File: src/sv/hlxfr_pkg.sv
// Shared types and constants for the header/length/XOR frame receiver.
`timescale 1ns / 1ps

package hlxfr_pkg;

  localparam int unsigned ByteW = 8;
  localparam int unsigned KindW = 2;

  localparam logic [ByteW-1:0] HDR0 = 8'h55;  // 'U'
  localparam logic [ByteW-1:0] HDR1 = 8'h4E;  // 'N'
  localparam logic [ByteW-1:0] HDR2 = 8'h45;  // 'E'
  localparam logic [ByteW-1:0] HDR3 = 8'h52;  // 'R'
  localparam logic [ByteW-1:0] SEP  = 8'h3A;  // ':'

  localparam logic [ByteW-1:0] HDR_XOR = HDR0 ^ HDR1 ^ HDR2 ^ HDR3 ^ SEP;

  localparam logic [KindW-1:0] KIND_PAYLOAD = 2'd0;
  localparam logic [KindW-1:0] KIND_GOOD    = 2'd1;
  localparam logic [KindW-1:0] KIND_BAD     = 2'd2;

  typedef enum logic [2:0] {
    PH_IDLE    = 3'd0,
    PH_HDR1    = 3'd1,
    PH_HDR2    = 3'd2,
    PH_HDR3    = 3'd3,
    PH_LEN     = 3'd4,
    PH_SEP     = 3'd5,
    PH_PAYLOAD = 3'd6
  } phase_t;

  typedef struct packed {
    logic             vld;
    logic [KindW-1:0] kind;
    logic [ByteW-1:0] data;
    logic [ByteW-1:0] position;
  } res_t;

endpackage

File: src/sv/header_length_xor_frame_receiver.sv
// Top level of the header/length/XOR frame receiver.
// An accepted word is held in the input register; when it advances, its result, if
//   any, is loaded into the result register, which drives out_valid.
// Throughput: one word per cycle; the input register advances whenever the result
//   register is empty or being drained, so only out_ready stalls the input.
// Reset (synchronous, rst_n low): parser returns to idle, counters and checksum clear,
//   both the input and result registers empty.
`timescale 1ns / 1ps

module header_length_xor_frame_receiver
  import hlxfr_pkg::*;
(
  input  logic             clk,
  input  logic             rst_n,
  input  logic             in_valid,
  output logic             in_ready,
  input  logic [ByteW-1:0] in_rx_byte,
  output logic             out_valid,
  input  logic             out_ready,
  output logic [KindW-1:0] out_kind,
  output logic [ByteW-1:0] out_data,
  output logic [ByteW-1:0] out_position
);

  logic             in_vld_r;
  logic [ByteW-1:0] in_byte_r;
  logic             step;
  res_t             res;

  // advance the held word when the result register can take its result
  assign step     = in_vld_r && (!out_valid || out_ready);
  assign in_ready = !in_vld_r || step;

  always_ff @(posedge clk) begin
    if (!rst_n) begin
      in_vld_r <= 1'b0;
    end else if (in_ready) begin
      in_vld_r <= in_valid;
    end
  end

  always_ff @(posedge clk) begin
    if (in_ready && in_valid) begin
      in_byte_r <= in_rx_byte;
    end
  end

  hlxfr_parser u_parser (
    .clk     (clk),
    .rst_n   (rst_n),
    .step    (step),
    .rx_byte (in_byte_r),
    .res     (res)
  );

  hlxfr_out_reg u_out_reg (
    .clk          (clk),
    .rst_n        (rst_n),
    .load         (step),
    .res          (res),
    .out_valid    (out_valid),
    .out_ready    (out_ready),
    .out_kind     (out_kind),
    .out_data     (out_data),
    .out_position (out_position)
  );

endmodule

File: src/sv/hlxfr_parser.sv
// Frame parser: header match, length count, checksum and result build.
`timescale 1ns / 1ps

module hlxfr_parser
  import hlxfr_pkg::*;
(
  input  logic             clk,
  input  logic             rst_n,
  input  logic             step,
  input  logic [ByteW-1:0] rx_byte,
  output res_t             res
);

  phase_t           phase_r, phase_nxt;
  logic [ByteW-1:0] remaining_r, remaining_nxt;
  logic [ByteW-1:0] xor_r, xor_nxt;
  logic [ByteW-1:0] idx_r, idx_nxt;
  logic [ByteW-1:0] rem_dec;

  always_ff @(posedge clk) begin
    if (!rst_n) begin
      phase_r     <= PH_IDLE;
      remaining_r <= '0;
      xor_r       <= '0;
      idx_r       <= '0;
    end else if (step) begin
      phase_r     <= phase_nxt;
      remaining_r <= remaining_nxt;
      xor_r       <= xor_nxt;
      idx_r       <= idx_nxt;
    end
  end

  assign rem_dec = remaining_r - 8'd1;

  always_comb begin
    phase_nxt     = phase_r;
    remaining_nxt = remaining_r;
    xor_nxt       = xor_r;
    idx_nxt       = idx_r;
    res           = '0;
    // a mismatch retests the same word as a first header word
    case (phase_r)
      PH_HDR1: begin
        if (rx_byte == HDR1) phase_nxt = PH_HDR2;
        else phase_nxt = (rx_byte == HDR0) ? PH_HDR1 : PH_IDLE;
      end
      PH_HDR2: begin
        if (rx_byte == HDR2) phase_nxt = PH_HDR3;
        else phase_nxt = (rx_byte == HDR0) ? PH_HDR1 : PH_IDLE;
      end
      PH_HDR3: begin
        if (rx_byte == HDR3) phase_nxt = PH_LEN;
        else phase_nxt = (rx_byte == HDR0) ? PH_HDR1 : PH_IDLE;
      end
      PH_LEN: begin
        remaining_nxt = rx_byte;
        phase_nxt     = PH_SEP;
      end
      PH_SEP: begin
        if (rx_byte == SEP) begin
          phase_nxt = PH_PAYLOAD;
          idx_nxt   = '0;
          xor_nxt   = HDR_XOR ^ remaining_r;
        end else begin
          phase_nxt = (rx_byte == HDR0) ? PH_HDR1 : PH_IDLE;
        end
      end
      PH_PAYLOAD: begin
        remaining_nxt = rem_dec;
        res.vld       = 1'b1;
        res.position  = idx_r;
        if (rem_dec != '0) begin
          res.kind = KIND_PAYLOAD;
          res.data = rx_byte;
          xor_nxt  = xor_r ^ rx_byte;
          idx_nxt  = idx_r + 8'd1;
        end else begin
          // checksum word closes the frame
          phase_nxt = PH_IDLE;
          res.kind  = (xor_r == rx_byte) ? KIND_GOOD : KIND_BAD;
          res.data  = '0;
        end
      end
      default: begin
        phase_nxt = (rx_byte == HDR0) ? PH_HDR1 : PH_IDLE;
      end
    endcase
  end

endmodule

File: src/sv/hlxfr_out_reg.sv
// Result register: holds one result word until the consumer takes it.
`timescale 1ns / 1ps

module hlxfr_out_reg
  import hlxfr_pkg::*;
(
  input  logic             clk,
  input  logic             rst_n,
  input  logic             load,
  input  res_t             res,
  output logic             out_valid,
  input  logic             out_ready,
  output logic [KindW-1:0] out_kind,
  output logic [ByteW-1:0] out_data,
  output logic [ByteW-1:0] out_position
);

  logic             valid_r;
  logic [KindW-1:0] kind_r;
  logic [ByteW-1:0] data_r;
  logic [ByteW-1:0] pos_r;

  always_ff @(posedge clk) begin
    if (!rst_n) begin
      valid_r <= 1'b0;
    end else if (load && res.vld) begin
      valid_r <= 1'b1;
    end else if (out_ready) begin
      valid_r <= 1'b0;
    end
  end

  always_ff @(posedge clk) begin
    if (load && res.vld) begin
      kind_r <= res.kind;
      data_r <= res.data;
      pos_r  <= res.position;
    end
  end

  assign out_valid    = valid_r;
  assign out_kind     = kind_r;
  assign out_data     = data_r;
  assign out_position = pos_r;

endmodule

File: config.mk
export PLATFORM = sky130hd
export DESIGN_NAME = header_length_xor_frame_receiver
export DESIGN_NICKNAME = d
export VERILOG_FILES = /design/src/sv/hlxfr_pkg.sv /design/src/sv/header_length_xor_frame_receiver.sv /design/src/sv/hlxfr_parser.sv /design/src/sv/hlxfr_out_reg.sv
export SDC_FILE = /design/constraint.sdc
export NUM_CORES = 1
export LEC_CHECK = 0
export ABC_AREA = 1
export BUFFER_PORTS_ARGS = -buffer_cell sky130_fd_sc_hd__buf_2
export CAP_MARGIN = 5
export CELL_PAD_IN_SITES_DETAIL_PLACEMENT = 1
export CELL_PAD_IN_SITES_GLOBAL_PLACEMENT = 2
export CORE_MARGIN = 1
export CORE_UTILIZATION = 31
export DETAILED_ROUTE_END_ITERATION = 10
export PLACE_DENSITY_LB_ADDON = 0.1
export SLEW_MARGIN = 30
export SYNTH_ARGS = -nofsm -noshare
export SYNTH_HDL_FRONTEND = slang
export SYNTH_HIERARCHICAL = 1
export SYNTH_SLANG_ARGS = --single-unit
File: constraint.sdc
create_clock -name clk -period 1.7 [get_ports clk]
set_input_delay 0.34 -clock clk [delete_from_list [all_inputs] [get_ports clk]]
set_output_delay 0.34 -clock clk [all_outputs]
set_load 0.05 [all_outputs]
==> flow_summary.toml, run 1 <==
[power_and_ir_drop]
power.leakage_nw = 1.55
p_per_area_nw_per_um2 = 691
ir_drop_uv = 333
p_total_mw = 2.69

[sta]
tightest_slew_ns = 0.440
clock.fmax_mhz = 568
fin_skew_ns = 0.00575
post-route-min-period_ns = 1.76
rsz0062_at_grt = "true"
fin_tns_setup_ns = -0.600
finalHoldViolCount = 0
setup_viol_count_final = 23
relSlewSlack = 0.706
finalCritPeriodShare = 1.03
drv_slew = 0
worst_slack_ns = -0.0591

[floorplan]
die_x_um = 98.9
rows = 34
core_sq_um = 8890
die-area_sq_um = 9780
ios = 32
start_util = 0.327
die_h_um = 98.9

[layout]
mostFrequentLayoutCells = "nand2_1 (56), buf_4 (42), nor2_1 (42)"
utilization = 0.438
layout.cells.non_filler = 549
areaGrowthSynthToFinish_pct = 33.8
drive_gt1_frac = 0.361
mostFrequentLayoutCell = "nand2_1"
antennaDiodeCount = 0
nets = 455
nFillCells = 1084

[drt]
ant_nets = 0
postRouteWirelength_mm = 8.59
post_drt_wl_per_cell_um = 15.7
route.detailed.drc = 0
viasPerCell = 4.88
drtPass1Iterations = 4
vias = 2678
drt_iter0_drc = 48

[min_path]
hold_start = "in_rx_byte[4]"
hold_path_class = "primary input to flip-flop"
holdPathStages = 1
hold_path_end = "in_byte_r[4]$_DFFE_PP_"

[placement]
portBuffers = 31
globalplace.congestion = 0.766
dp_cells = 531
dp_hpwl_mm = 6.21

[worst_setup_path]
worst_setup_path_end_kind = "flip-flop"
worstSetupStartpointType = "flip-flop"
crit_path_max_fanout = 5
r2r-start = "u_parser/remaining_r[1]$_SDFFE_PN0P_"
arrival_ns = 1.97
crit_type = "flip-flop to flip-flop"
rrSetupSlack_ns = -0.06
rr_endpoint = "u_parser/phase_r[2]$_SDFFE_PN0P_"
required_ns = 1.91
worstRegToRegCells = 13

[global_route]
grt_pass1_vias = 2725
antenna_found_initial = 0
grt_usage = 0.186
grt_pass1_wl_mm = 14.1
grt_overflow_total = 0
grt_start_max_net_pins = 31

[logic_synthesis]
syn_area_sq_um = 2910
yosysSeqAreaShare = 0.468
synth_seq_cells = 55
synth_cells = 363
ys_types = 35
async_reset_ff_frac = 0
synth_edf_count = 26
syn_avg_cell_area_sq_um = 8.02
synth_ff_type = "dfxtp_1"
synth_nets = 378
yosysWarnings = 6

[cts]
cts_hold_buf = 0
htreeDepth = 2
cts_tree = "built"
clkLatencyLatePin_ns = 0.31
cts_buffers = 5
root_buffer = "clkbuf_8"
clk_pin_slew_ns = 0.11
cts_buffer_depth = 2
clock_sinks = 55

[flow_run]
max-cap-violations = 0

[outcome]
violations = "setup timing"
status = "finished, violations left"
==> worst max-delay path by stage <==
stage	startpoint	to	depth (start not counted)
after floorplan	u_out_reg/out_valid$_SDFFE_PN0P_	u_parser/remaining_r[2]$_SDFFE_PN0P_	8
after global placement	u_parser/remaining_r[0]$_SDFFE_PN0P_	u_parser/phase_r[2]$_SDFFE_PN0P_	13
after detailed placement	u_parser/remaining_r[0]$_SDFFE_PN0P_	u_parser/xor_r[2]$_SDFFE_PN0P_	13
after CTS	u_parser/remaining_r[1]$_SDFFE_PN0P_	u_parser/phase_r[2]$_SDFFE_PN0P_	15
after global routing	u_parser/remaining_r[3]$_SDFFE_PN0P_	u_parser/idx_r[6]$_SDFFE_PN0P_	13
final	u_parser/remaining_r[1]$_SDFFE_PN0P_	u_parser/phase_r[2]$_SDFFE_PN0P_	13
==> through the flow <==
stage / cell area (sq um) / hold WS [ns] / worst slack (ns)
3_5_place_dp: 3470 / 0.479 / -0.0904
3_3_place_gp: 3470 / 0.466 / -0.0367
2_1_floorplan: 2910 / 0.439 / 0.00346
5_1_grt: 3890 / 0.178 / -0.158
4_1_cts: 3710 / 0.186 / -0.0796
6_report: 3890 / 0.196 / -0.0591
==> report_power, final <==
part	switching, mW	internal (mW)
Sequential	0.0274	1.40
Combinational	0.200	0.142
Clock	0.476	0.441
==> synth_stat cells (2+ instances only) <==
library cell	instances	area, sq um
a21oi_2	2	17.5
dfxtp_1	29	581
ha_1	3	37.5
nor3_1	7	35.0
nand2_1	63	236
xor2_1	7	61.3
inv_1	45	169
nand4_1	2	12.5
o21ai_0	20	100
clkbuf_1	3	11.3
nand2_2	3	18.8
nand2_4	2	22.5
a21oi_1	28	140
o21ai_1	6	30.0
nand3_2	7	70.1
nor4_1	3	18.8
inv_2	2	7.51
edfxtp_1	26	781
nand3_1	28	140
nor2_1	49	184
buf_2	6	30.0
buf_4	2	15.0
nor2_2	3	18.8
buf_6	3	33.8
o22ai_1	3	18.8
xnor2_1	2	17.5
==> repair_timing <==
action,in CTS,in global routing
endpoints found under the setup margin,27,50
setup buffers,2,6
gates cloned,2,0
resized for setup,29,32
hold endpoints to repair,0,0
pin swaps,13,21
==> cell type report <==
class / count / area [sq um] / share of cell area
clock inverter: 3 / 42.5 / 0.0109
multi-input combinational: 247 / 1460 / 0.376
tap: 108 / 135 / 0.0347
timing repair buffer: 84 / 637 / 0.164
clock buffer: 5 / 68.8 / 0.0177
sequential: 55 / 1370 / 0.350
inverter: 47 / 183 / 0.0469
==> sequential cells by signal, summed over array words and instances (netlist names) <==
| name | flops |
|---|---|
| u_out_reg/out_position | 8 |
| u_parser/phase_r | 3 |
| u_parser/xor_r | 8 |
| u_parser/idx_r | 8 |
| u_out_reg/out_valid | 1 |
| u_out_reg/out_data | 8 |
| u_parser/remaining_r | 8 |
| in_vld_r | 1 |
| in_byte_r | 8 |
| u_out_reg/out_kind | 2 |
==> kinds of logic after synthesis <==
logic type	Yosys count	synth area share
xor gates and xnor gates	9	0.0271
AOI/OAI and AO/OA	63	0.117
and+or+nand+nor	172	0.284
buffers and inverters	61	0.0916
DFF	55	0.468
adders and majority gates	3	0.0129
==> metal layers <==
metal  up-vias  routed length [um]  global-route usage
li1       1341                   -                   -
met1      1285                4070               0.240
met2        42                4200               0.328
met3        10                 201              0.0284
met4         0                 116              0.0413
met5         -                   0                   0
==> critical path, cell delays in order, from the launching register on <==
cell and delay, ns:
dfxtp_2 0.34, buf_4 0.15, nor2_4 0.12, nand2_4 0.09
o21ai_2 0.12, nand2_2 0.07, nor2_2 0.14, nand2_2 0.08
nand2_4 0.10, buf_6 0.12, buf_6 0.12, nand3_2 0.08
nand2_2 0.08, a21oi_2 0.03
Power figures use the tool's default switching activity.
==> run 2: changes to the inputs <==
--- a/config.mk
+++ b/config.mk
@@ -14,8 +14,10 @@
 export CORE_UTILIZATION = 31
 export DETAILED_ROUTE_END_ITERATION = 10
 export PLACE_DENSITY_LB_ADDON = 0.1
+export SKIP_LAST_GASP = 1
 export SLEW_MARGIN = 30
 export SYNTH_ARGS = -nofsm -noshare
 export SYNTH_HDL_FRONTEND = slang
 export SYNTH_HIERARCHICAL = 1
 export SYNTH_SLANG_ARGS = --single-unit
+export TNS_END_PERCENT = 20
==> run 2 against run 1 <==
  * The flow still finishes with violations (setup timing)
  * Total power down 0.38%
  * Clock skew is 0.00060 ns lower
  * Clock power about the same
  * First-iteration DRC count is 6.3% higher
  * Hold slack about the same
  * Sequential power is essentially flat
  * Maximum frequency grew 0.67%
  * Design area down 1.9%
  * Die area unchanged
  * Global-route usage down 0.11 points
  * Cell count shrank 0.36%
  * Routed wire length fell by 0.42%
  * Largest power group unchanged
  * Highest routed layer unchanged
==> flow_summary.toml, run 2 (synthesis gave the netlist of run 1 again) <==
[outcome]
status = "finished, violations left"
violations = "setup timing"

[sta]
holdWs_ns = 0.196
drv_slew = 0
worst_slack_ns = -0.0474
relSlewSlack = 0.708
post-route-min-period_ns = 1.75
rsz0062_at_grt = "true"
fin_skew_ns = 0.00515
clock.fmax_mhz = 572
setup_viol_count_final = 23
fin_tns_setup_ns = -0.596
tightest_slew_ns = 0.438
finalCritPeriodShare = 1.03
finalHoldViolCount = 0

[drt]
viasPerCell = 4.91
post_drt_wl_per_cell_um = 15.6
drtPass1Iterations = 4
route.detailed.drc = 0
postRouteWirelength_mm = 8.56
ant_nets = 0
vias = 2686
drt_iter0_drc = 51

[cts]
clock_sinks = 55
cts_buffers = 5
clk_pin_slew_ns = 0.11
cts_tree = "built"
cts_buffer_depth = 2
root_buffer = "clkbuf_8"
htreeDepth = 2
cts_hold_buf = 0
clkLatencyLatePin_ns = 0.31

[worst_setup_path]
crit_type = "flip-flop to flip-flop"
arrival_ns = 1.97
required_ns = 1.92
crit_path_max_fanout = 8
worstSetupStartpointType = "flip-flop"
worst_setup_path_end_kind = "flip-flop"

[floorplan]
start_util = 0.327
rows = 34
ios = 32
die_x_um = 98.9
die_h_um = 98.9
die-area_sq_um = 9780
core_sq_um = 8890

[placement]
dp_cells = 531
dp_hpwl_mm = 6.21
place_area_sq_um = 3470
portBuffers = 31
globalplace.congestion = 0.766

[layout]
final_area_sq_um = 3820
antennaDiodeCount = 0
mostFrequentLayoutCells = "nand2_1 (56), nor2_1 (46), buf_4 (42)"
drive_gt1_frac = 0.339
areaGrowthSynthToFinish_pct = 31.3
layout.cells.non_filler = 547
nets = 453
nFillCells = 1087
mostFrequentLayoutCell = "nand2_1"

[flow_run]
max-cap-violations = 0

[min_path]
hold_path_class = "primary input to flip-flop"

[global_route]
grt_usage = 0.185
grt_start_max_net_pins = 31
antenna_found_initial = 0
grt_pass1_vias = 2712
grt_pass1_wl_mm = 14.0
grt_overflow_total = 0

[power_and_ir_drop]
p_per_area_nw_per_um2 = 702
power.leakage_nw = 1.53
p_total_mw = 2.68
ir_drop_uv = 333
==> run 2: final timing paths <==
path                                         end  cells past startpoint  slack [ns]                            startpoint
setup / recovery  u_parser/xor_r[2]$_SDFFE_PN0P_                     12       -0.05  u_parser/remaining_r[1]$_SDFFE_PN0P_
hold / removal            in_byte_r[4]$_DFFE_PP_                      1        0.20                         in_rx_byte[4]
setup reg to reg  u_parser/xor_r[2]$_SDFFE_PN0P_                     12       -0.05  u_parser/remaining_r[1]$_SDFFE_PN0P_
hold reg to reg   u_parser/xor_r[7]$_SDFFE_PN0P_                      2        0.49        u_parser/xor_r[7]$_SDFFE_PN0P_
==> run 2: power by group <==
part           switching [mW]  internal, mW
combinational           0.194         0.138
clock                   0.476         0.441
sequential             0.0272          1.40
total                   0.697          1.98
==> run 2: cell type report <==
class / count / area, sq um / share of cell area
multi-input cells: 247 / 1430 / 0.373
flip-flops and latches: 55 / 1370 / 0.357
repair buffers: 82 / 599 / 0.157
inverters: 47 / 183 / 0.0478
well taps: 108 / 135 / 0.0354
clock buffers: 5 / 68.8 / 0.0180
clock inverters: 3 / 42.5 / 0.0111
==> run 2: metal layers <==
| metal | part of all wire | global-route usage |
|---|---|---|
| met5 | 0 | 0 |
| met4 | 0.011 | 0.0413 |
| met3 | 0.026 | 0.0284 |
| met2 | 0.49 | 0.324 |
| met1 | 0.47 | 0.239 |
==> run 2: timing repair <==
action                     4_1_cts  5_1_grt
pin swaps                       12       18
setup endpoints to repair       27       50
gates resized for setup         27       22
cloned                           2        0
buffers inserted                 2        4
==> run 2: worst max-delay path, stage by stage (launching register included) <==
cell	delay (ns)
dfxtp_2	0.34
buf_4	0.15
nor2_4	0.12
nand2_4	0.09
o21ai_2	0.12
nand2_2	0.07
nor2_2	0.14
nand2_2	0.08
nand2_4	0.10
nand2_8	0.09
buf_12	0.16
a21oi_2	0.13
nor2_1	0.05
==> run 2: metrics by stage <==
stage          worst slack [ns]  utilization
3_5_place_dp            -0.0904        0.390
4_1_cts                 -0.0796        0.417
5_1_grt                  -0.158        0.430
2_1_floorplan           0.00346            -
6_report                -0.0474        0.430
3_3_place_gp            -0.0367        0.390
==> run 3: changes to the inputs <==
--- a/config.mk
+++ b/config.mk
@@ -5,13 +5,12 @@
 export SDC_FILE = /design/constraint.sdc
 export NUM_CORES = 1
 export LEC_CHECK = 0
-export ABC_AREA = 1
 export BUFFER_PORTS_ARGS = -buffer_cell sky130_fd_sc_hd__buf_2
 export CAP_MARGIN = 5
 export CELL_PAD_IN_SITES_DETAIL_PLACEMENT = 1
 export CELL_PAD_IN_SITES_GLOBAL_PLACEMENT = 2
 export CORE_MARGIN = 1
-export CORE_UTILIZATION = 31
+export CORE_UTILIZATION = 34
 export DETAILED_ROUTE_END_ITERATION = 10
 export PLACE_DENSITY_LB_ADDON = 0.1
 export SKIP_LAST_GASP = 1
==> run 3 against run 2 <==
  * The run still ends with setup timing left
  * First-iteration DRC count is 57% higher
  * Synthesized cell count is 20% lower
  * Register-to-register slack lost 0.08 ns
  * Utilization up 2.3 points
  * Maximum frequency is 4.2% lower
  * Clock skew up 0.0042 ns
  * Highest routed layer unchanged
==> flow_summary.toml, run 3 <==
[worst_setup_path]
r2r-start = "u_parser/remaining_r[0]$_SDFFE_PN0P_"
required_ns = 1.92
crit_type = "flip-flop to flip-flop"
worstSetupStartpointType = "flip-flop"
rr_endpoint = "u_parser/idx_r[0]$_SDFFE_PN0P_"
rrSetupSlack_ns = -0.12
worstRegToRegCells = 8
crit_path_max_fanout = 4
arrival_ns = 2.04
worst_setup_path_end_kind = "flip-flop"

[sta]
drv_slew = 0
rsz0062_at_grt = "true"
fin_skew_ns = 0.00938
holdWs_ns = 0.198
worst_slack_ns = -0.124
tightest_slew_ns = 0.353
finalHoldViolCount = 0
relSlewSlack = 0.758
setup_viol_count_final = 18
clock.fmax_mhz = 548
post-route-min-period_ns = 1.82
finalCritPeriodShare = 1.07

[global_route]
antenna_found_initial = 0
grtUsageMet2 = 0.311
met3_usage = 0.0291
grt_start_max_net_pins = 24
grt_usage = 0.189
grt_overflow_total = 0
gr-usage-met1 = 0.256
grt_pass1_vias = 2432
grt-busiest-layer = "met2"
grt_pass1_wl_mm = 12.6

[floorplan]
core_sq_um = 8220
die-area_sq_um = 8880
ios = 32
start_util = 0.352
rows = 33
die_x_um = 94.2
die_h_um = 94.2

[cts]
root_buffer = "clkbuf_8"
clkLatencyLatePin_ns = 0.32
cts_buffers = 5
cts_tree = "built"
htreeDepth = 2
clk_pin_slew_ns = 0.10
clock_sinks = 55
cts_buffer_depth = 2

[outcome]
violations = "setup timing"
status = "finished, violations left"

[logic_synthesis]
synth_top_area_frac = 0.270
yosysMostFrequentCell = "dfxtp_1"
syn_area_sq_um = 2890
yosysSeqAreaShare = 0.471
synthTopCellsByCount = "dfxtp_1 (29), edfxtp_1 (26), nand2_1 (19), and2_1 (17), nor2_1 (16)"
synth_edf_count = 26
synth_top_area_cell = "edfxtp_1"
synth_ff_type = "dfxtp_1"
synth_seq_cells = 55
ys_types = 59
yosysWarnings = 6
synthTopCellsByArea = "edfxtp_1 (27%), dfxtp_1 (20%), and2_1 (3.7%)"
synth_nets = 306
syn_avg_cell_area_sq_um = 9.94
synth_cells = 291
async_reset_ff_frac = 0

[layout]
mostFrequentLayoutCells = "buf_4 (52), buf_2 (31), edfxtp_1 (26), dfxtp_1 (26), nand2_1 (18)"
drive_gt1_frac = 0.380
utilization = 0.453
antennaDiodeCount = 0
final_area_sq_um = 3720
areaGrowthSynthToFinish_pct = 28.6
nets = 377
mostFrequentLayoutCell = "buf_4"

[placement]
dp_hpwl_mm = 5.84
place_ws_ns = -0.301
globalplace.congestion = 0.758
place_area_sq_um = 3500
portBuffers = 31

[drt]
drtPass1Iterations = 4
post_drt_wl_per_cell_um = 17.0
postRouteWirelength_mm = 7.93
route.detailed.drc = 0
viasPerCell = 5.28
drt_iter0_drc = 80
vias = 2469
ant_nets = 0

[power_and_ir_drop]
p_per_area_nw_per_um2 = 707
power.leakage_nw = 1.40
ir_drop_uv = 364
p_total_mw = 2.63

[min_path]
holdPathStages = 1
hold_path_end = "in_byte_r[6]$_DFFE_PP_"
hold_start = "in_rx_byte[6]"
hold_path_class = "primary input to flip-flop"

[flow_run]
max-cap-violations = 0
[run 3: cell types whose count changed after synthesis, sizes merged, moves of 6 or more]
| cell | change |
|---|---|
| nand2 | -49 |
| inv | -39 |
| nor2 | -37 |
| nand3 | -21 |
| and2 | +19 |
| a21oi | -14 |
| clkbuf | +12 |
| xnor2 | +8 |
| o2111ai | +7 |
| a31oi | +6 |
| nand3b | +6 |
| o21a | +6 |
| xor2 | -6 |
[run 3: logic make-up after synthesis]
logic type                 share of synthesized area
DFF                                            0.471
buffers and inverters                         0.0454
adders and majority gates                     0.0130
AOI/OAI and AO/OA                              0.202
xor gates and xnor gates                      0.0333
and+or+nand+nor                                0.232
muxes                                        0.00389
[run 3: worst max path at each step]
stage	cells after the start	slack [ns]	endpoint	from
finish	8	-0.12	u_parser/idx_r[0]$_SDFFE_PN0P_	u_parser/remaining_r[0]$_SDFFE_PN0P_
global route	8	-0.17	u_parser/idx_r[0]$_SDFFE_PN0P_	u_parser/remaining_r[1]$_SDFFE_PN0P_
CTS	5	-0.08	u_parser/idx_r[0]$_SDFFE_PN0P_	in_byte_r[2]$_DFFE_PP_
detailed placement	7	-0.30	u_out_reg/out_kind[0]$_DFFE_PP_	u_parser/remaining_r[0]$_SDFFE_PN0P_
global placement	7	-0.24	u_out_reg/out_kind[0]$_DFFE_PP_	u_parser/remaining_r[0]$_SDFFE_PN0P_
floorplan	8	-0.04	u_out_reg/out_kind[0]$_DFFE_PP_	u_parser/remaining_r[1]$_SDFFE_PN0P_
[run 3: worst max-delay path, cell delays in order (launching register included)]
cell	delay [ns]
dfxtp_4	0.39
inv_4	0.04
ha_4	0.16
xor2_2	0.16
nor4_4	0.06
buf_4	0.15
a211o_1	0.34
and2_4	0.18
mux2_4	0.25
[run 3: what timing repair did]
item / in CTS / in global routing
cloned: 0 / 0
setup buffers: 1 / 3
pin swaps: 9 / 5
setup endpoints to repair: 28 / 27
hold buffers: 0 / 0
resized for setup: 7 / 8
[run 3: area by class of cell]
type / instances / area, sq um
fill: 922 / 4500
multi-input combinational: 207 / 1500
sequential: 55 / 1370
timing repair buffer: 85 / 577
tap: 105 / 131
clock buffer: 5 / 68.8
clock inverter: 3 / 43.8
inverter: 8 / 32.5
[run 3: power by group]
group          leakage [nW]  internal (mW)  switching, mW
combinational         0.896          0.146          0.171
sequential            0.450           1.41         0.0251
clock                0.0581          0.439          0.445
[run 3: metal layers]
metal | vias up | routed length, um
met5 | - | 0
li1 | 1212 | -
met1 | 1222 | 3880
met3 | 7 | 154
met4 | 0 | 100
met2 | 28 | 3800
[run 3: stage by stage]
stage                     instances  TNS, ns
after floorplan                 291   -0.145
after global placement          456    -2.34
after detailed placement        456    -4.07
after CTS                       465    -1.38
after global routing            468    -2.61
final                           468   -0.889
